### src/hw/rtl/amf_pkg.sv
// Package for the adaptive median filter: sizes, register map, item types,
// state encodings and the small helper used to find the median rank.
// No dependencies.
`timescale 1ns / 1ps
`default_nettype none
package amf_pkg;

  localparam int MAX_WINDOW = 7;
  localparam int MAX_WIDTH  = 1024;
  localparam int MAX_HEIGHT = 1024;

  localparam int SPAN    = 2 * (MAX_WINDOW / 2) + 1;
  localparam int PADW    = MAX_WIDTH + SPAN - 1;
  localparam int LS_ROWS = SPAN - 1;
  localparam int NWIN    = SPAN * SPAN;

  localparam int COL_W  = $clog2(PADW);
  localparam int ROW_W  = $clog2(MAX_HEIGHT + SPAN - 1);
  localparam int PW_W   = $clog2(PADW + 1);
  localparam int PH_W   = $clog2(MAX_HEIGHT + SPAN);
  localparam int SPAN_W = $clog2(SPAN + 1);
  localparam int IDX_W  = $clog2(SPAN);
  localparam int ELEM_W = $clog2(NWIN);
  localparam int CNT_W  = $clog2(NWIN + 1);

  localparam int DIM_W  = 11;
  localparam int MW_W   = 3;
  localparam int PIX_W  = 8;
  localparam int ADDR_W = 4;
  localparam int DATA_W = 32;

  localparam logic [SPAN_W-1:0] MIN_WINDOW = SPAN_W'(3);
  localparam logic [SPAN_W-1:0] SIDE_STEP  = SPAN_W'(2);

  localparam logic [1:0] REG_FRAME_WIDTH  = 2'd0;
  localparam logic [1:0] REG_FRAME_HEIGHT = 2'd1;
  localparam logic [1:0] REG_MAX_WINDOW   = 2'd2;

  typedef struct packed {
    logic [PIX_W-1:0] pixel;
    logic             frame_start;
  } pix_item_t;

  typedef struct packed {
    logic [PIX_W-1:0] filtered;
    logic             frame_end;
  } flt_item_t;

  typedef enum logic [2:0] {
    ST_IDLE, ST_SHIFT, ST_START, ST_WAIT, ST_EVAL, ST_OUT
  } ctl_state_t;

  typedef enum logic [1:0] {
    SS_IDLE, SS_MIN, SS_MAX, SS_MED
  } stat_state_t;

  typedef struct packed {
    logic              start;
    logic [SPAN_W-1:0] side;
    logic [SPAN_W-1:0] pad;
  } stats_req_t;

  typedef struct packed {
    logic             done;
    logic             rot;
    logic [PIX_W-1:0] mn;
    logic [PIX_W-1:0] md;
    logic [PIX_W-1:0] mx;
    logic [PIX_W-1:0] centre;
  } stats_rsp_t;

  // Zero-based rank of the median in a side x side window.
  function automatic logic [CNT_W-1:0] med_rank(input logic [SPAN_W-1:0] side);
    logic [2*SPAN_W-1:0] sq;
    sq = {{SPAN_W{1'b0}}, side} * {{SPAN_W{1'b0}}, side};
    return CNT_W'((sq - 1'b1) >> 1);
  endfunction

endpackage
`default_nettype wire

### src/hw/rtl/amf_stats.sv
// Window statistics unit: min, median and max of a centred sub-window,
// found with one shared comparator over a rotating register window.
// Depends on amf_pkg.
`timescale 1ns / 1ps
`default_nettype none
module amf_stats import amf_pkg::*; (
  input  wire logic       clk,
  input  wire logic       rst,
  input  wire stats_req_t req,
  input  wire logic [PIX_W-1:0] elem,
  output stats_rsp_t      rsp
);

  stat_state_t       state, state_next;
  logic [ELEM_W-1:0] step;
  logic [IDX_W-1:0]  row, col;
  logic [2:0]        bitpos;
  logic [PIX_W-1:0]  mn, mx, ans, centre;
  logic [CNT_W-1:0]  cnt, total, rank;
  logic              done;

  logic [SPAN_W-1:0] half, lo, hi, rowx, colx;
  logic [PIX_W-1:0]  cmp_a, cmp_b, trial;
  logic              member, lt, hit, last;

  always_comb begin
    half   = req.side >> 1;
    lo     = req.pad - half;
    hi     = req.pad + half;
    rowx   = SPAN_W'(row);
    colx   = SPAN_W'(col);
    member = (rowx >= lo) && (rowx <= hi) && (colx >= lo) && (colx <= hi);
    trial  = ans | (PIX_W'(1) << bitpos);
    rank   = med_rank(req.side);
    last   = (step == ELEM_W'(NWIN - 1));
    unique case (state)
      SS_MIN: begin
        cmp_a = elem;
        cmp_b = mn;
      end
      SS_MAX: begin
        cmp_a = mx;
        cmp_b = elem;
      end
      default: begin
        cmp_a = elem;
        cmp_b = trial;
      end
    endcase
    lt    = cmp_a < cmp_b;
    hit   = member && lt;
    total = cnt + CNT_W'(hit);
  end

  always_comb begin
    state_next = state;
    unique case (state)
      SS_IDLE: if (req.start) state_next = SS_MIN;
      SS_MIN:  if (last) state_next = SS_MAX;
      SS_MAX:  if (last) state_next = SS_MED;
      SS_MED:  if (last && bitpos == 3'd0) state_next = SS_IDLE;
      default: state_next = SS_IDLE;
    endcase
  end

  always_ff @(posedge clk) begin
    if (rst) begin
      state <= SS_IDLE;
      done  <= 1'b0;
    end else begin
      state <= state_next;
      done  <= (state == SS_MED) && last && (bitpos == 3'd0);
    end
  end

  always_ff @(posedge clk) begin
    if (state == SS_IDLE) begin
      if (req.start) begin
        step   <= '0;
        row    <= '0;
        col    <= '0;
        mn     <= '1;
        mx     <= '0;
        ans    <= '0;
        cnt    <= '0;
        bitpos <= 3'd7;
      end
    end else begin
      step <= last ? '0 : step + 1'b1;
      if (col == IDX_W'(SPAN - 1)) begin
        col <= '0;
        row <= (row == IDX_W'(SPAN - 1)) ? '0 : row + 1'b1;
      end else begin
        col <= col + 1'b1;
      end
      unique case (state)
        SS_MIN: begin
          if (hit) mn <= elem;
          if (rowx == req.pad && colx == req.pad) centre <= elem;
        end
        SS_MAX: begin
          if (hit) mx <= elem;
        end
        default: begin
          if (last) begin
            if (total <= rank) ans <= trial;
            cnt    <= '0;
            bitpos <= bitpos - 1'b1;
          end else begin
            cnt <= total;
          end
        end
      endcase
    end
  end

  always_comb begin
    rsp.done   = done;
    rsp.rot    = (state != SS_IDLE);
    rsp.mn     = mn;
    rsp.md     = ans;
    rsp.mx     = mx;
    rsp.centre = centre;
  end

endmodule
`default_nettype wire

### config.mk
export PLATFORM = sky130hd
export DESIGN_NAME = amf_stats
export DESIGN_NICKNAME = d
export VERILOG_FILES = /design/src/hw/rtl/amf_pkg.sv /design/src/hw/rtl/amf_stats.sv
export SDC_FILE = /design/constraint.sdc
export NUM_CORES = 1
export LEC_CHECK = 0
export BUFFER_PORTS_ARGS = -buffer_cell sky130_fd_sc_hd__buf_2
export CAP_MARGIN = 10
export CORE_MARGIN = 3
export CORE_UTILIZATION = 45
export CTS_CLUSTER_DIAMETER = 150
export DETAILED_ROUTE_END_ITERATION = 7
export GPL_ROUTABILITY_DRIVEN = 1
export GPL_TIMING_DRIVEN = 0
export PLACE_DENSITY = 0.69
export SYNTH_ARGS = -nofsm -noshare
export SYNTH_HDL_FRONTEND = slang
export SYNTH_SLANG_ARGS = --single-unit
### constraint.sdc
create_clock -name clk -period 10.99 [get_ports clk]
set_input_delay 3.297 -clock clk [delete_from_list [all_inputs] [get_ports clk]]
set_output_delay 3.297 -clock clk [all_outputs]
set_load 0.005 [all_outputs]
==> out/results.ini <==
[outcome]
status=completed

[run]
drv_cap=0

[synthesis]
synth.most_common_cell=edfxtp_1
async_reset_ff_share_pct=0
synth_area_um2=3500
ys_top_cells_by_count=edfxtp_1 (53), ha_1 (41), nor2_1 (26)
yosysSeqAreaShare_pct=47.2
syn-num-nets=374
synth_cell_type_count=45
synth_flop_cell=edfxtp_1
syn_inst=314
synth_edf_count=53
avgSynthCellArea_um2=11.1
synth_area_leaders=edfxtp_1 (45%), ha_1 (15%), mux2_2 (3.9%)
yosys.area.top_type=edfxtp_1
ys_ff_latch=56
yosysWarnings=0
synth.top_cell.area_share_pct=45.5

[floorplanning]
die_w_um=94.2
die_h_um=94.2
dieArea_um2=8870
rows=31
core_region_area_um2=7410
ios=51
start_util_pct=47.2

[grt]
antenna_found_initial=0
grt_start_max_net_pins=17
grt_overflow=0
grt_pass1_wl_mm=12.0
first_global_vias=2555
gr-usage-all-layers_pct=17.3

[cts]
clock_sink_count=56
cts_setup_buffers=0
h-tree-depth=2
root_buffer=clkbuf_8
clock_latency_ns=0.31
hold_buffers=0
cts_made_buffers=5
cts_resized=0
clockBufferDepth=2
cts_tree=built
clkTransAtPathRegs_ns=0.10

[layout]
final_nets=435
drive_above_1_share_pct=23.4
finalNonFillerCells=475
multi_input_area_um2=1740
n_antenna_cell=0
regArea_um2=1650
syn_to_final_growth_pct=14.5
fillCellCount=666

[sta]
clock_skew_ns=0.00999
finalCriticalPeriod_ns=7.87
final-hold-violation-count=0
fmax_ghz=0.127
fin_crit_sh_pct=71.6
setup_slack_ns=3.12
worstMarginPinSlew_ns=0.957
slew_violations=0
setup_violations=0
rsz0062_at_grt=false
relSlewSlack_pct=35.5
fin_tns_setup_ns=0

[drt]
post_drt_wl_per_cell_um=15.2
initialDrtViolationCount=99
drc=0
detail-route-antenna-nets=0
vias=2560
firstDrtPassIters=4
routed_via_density=5.39
wirelength_mm=7.21

[worst_setup_path]
worst-setup-path-type=in2reg
worst-path-buf-inv=3
cp_slowest_cell=a21boi_0
cp-end-kind=flip-flop
crit_family=adder cells
crit_top_cell=ha_1
required_ns=11.02
cp_cell_sequence=buf_2 -> ha_1 -> fa_1 -> inv_1 -> ha_1 -> nor2b_1 -> o22ai_1 -> a21oi_1 -> or4_4 -> nor2_1 -> ha_1 -> ha_1 -> xor2_1 -> ha_1 -> o21ai_0 -> a21oi_1 -> o31ai_1 -> nand3b_1 -> a21boi_0 -> clkbuf_2
crit_fanout=7
start_kind=input pin
cp.arrival_ns=7.89
max_stage_delay_ns=0.59

[place]
place_ws_ns=2.59
gp_congestion=0.773
dp.cells=466
numPortBuffers=50
place.detailed.hpwl_mm=5.69

[min_path]
hp-class=reg2reg

[power_and_ir_drop]
p_leak_nw=1.67
ir_worst_vdd_uv=90.6
p_per_area_nw_per_um2=268

## logic make-up after synthesis
group | after synthesis | share of synthesized area, %
buffers and inverters | 33 | 3.65
AND/OR/NAND/NOR | 102 | 15.3
adder cells (fa/ha/maj) | 43 | 15.8
XOR/XNOR | 13 | 3.47
flip-flops | 56 | 47.2
AO/OA/AOI/OAI | 54 | 10.4
multiplexers | 13 | 4.15
## state kept, by name, indices dropped and copies added (netlist names), 2 cells and up
name and cells:
centre 8, col 3, bitpos 3, mn 8
step 6, cnt 6, row 3, mx 8
state 2, ans 8
## power by group
part           internal [W]  leakage (nW)  switching [W]  total (W)
sequential         0.000354         0.532      0.0000587   0.000413
clock             0.0000444        0.0388      0.0000654   0.000110
combinational      0.000230          1.10       0.000322   0.000551
total              0.000628          1.67       0.000446    0.00107
## layout by cell type, fill, tap and decap left out, types with 4 or more instances in the layout
cell type / instances
edfxtp_1: 53
buf_2: 50
ha_1: 41
nor2_1: 26
inv_1: 22
nor2b_1: 16
a21oi_1: 15
nand2_1: 15
mux2_2: 12
clkbuf_1: 9
or2_2: 9
nand3_1: 8
and3_1: 8
xnor2_1: 7
a22oi_1: 7
nand2b_1: 6
xor2_1: 5
o21ai_0: 5
clkbuf_8: 5
a21o_1: 4
o22ai_1: 4
nor3_1: 4
o31ai_1: 4
buf_4: 4
## worst reg2reg max path, stage by stage (launching register included)
cell,delay (ns)
dfxtp_1,0.36
inv_1,0.10
ha_1,0.15
clkbuf_1,0.35
buf_1,0.48
mux2_2,0.41
ha_1,0.34
a21o_1,0.17
a21oi_1,0.19
nand4_1,0.12
or4_4,0.46
nor2_1,0.15
ha_1,0.21
ha_1,0.20
xor2_1,0.25
ha_1,0.28
o21ai_0,0.15
a21oi_1,0.06
o31ai_1,0.26
nand3b_1,0.11
a21boi_0,0.59
clkbuf_2,0.29
## metrics by stage
step           utilization [%]  cell area (um2)  hold WS [ns]  power [W]
2_1_floorplan                -             3500         0.521   0.000784
6_report                  54.1             4010         0.613    0.00107
5_1_grt                   54.1             4010         0.627    0.00117
4_1_cts                   54.0             4000         0.587    0.00108
3_5_place_dp              52.9             3920         0.567   0.000968
3_3_place_gp              52.3             3870         0.547   0.000936
## per-layer routing
metal  track usage, %  routed length (um)  up-vias
met5                0                   0        -
met4             5.05                  80        0
met3             2.24                 353        7
met2             30.1                3590       65
met1             22.3                3190     1225
li1                 -                   -     1263
## cell type report
class	count	area share, %
buffer	11	1.12
clock buffer	6	1.81
clock inverter	2	0.281
inverter	22	2.06
multi-input combinational	225	43.5
sequential	56	41.2
tap	99	3.09
timing repair buffer	54	6.93
## path summary, 6_finish.rpt
kind,start,endpoint,slack (ns),cells after the start
worst min-delay path,state[0]$_SDFFE_PP0P_,state[0]$_SDFFE_PP0P_,0.61,2
worst min register to register,state[0]$_SDFFE_PP0P_,state[0]$_SDFFE_PP0P_,0.61,2
worst max register to register,state[0]$_SDFFE_PP0P_,ans[2]$_SDFFCE_PP0P_,5.04,21
worst max-delay path,req[4],ans[2]$_SDFFCE_PP0P_,3.12,20
No activity file was read; power rests on OpenSTA's default activity.
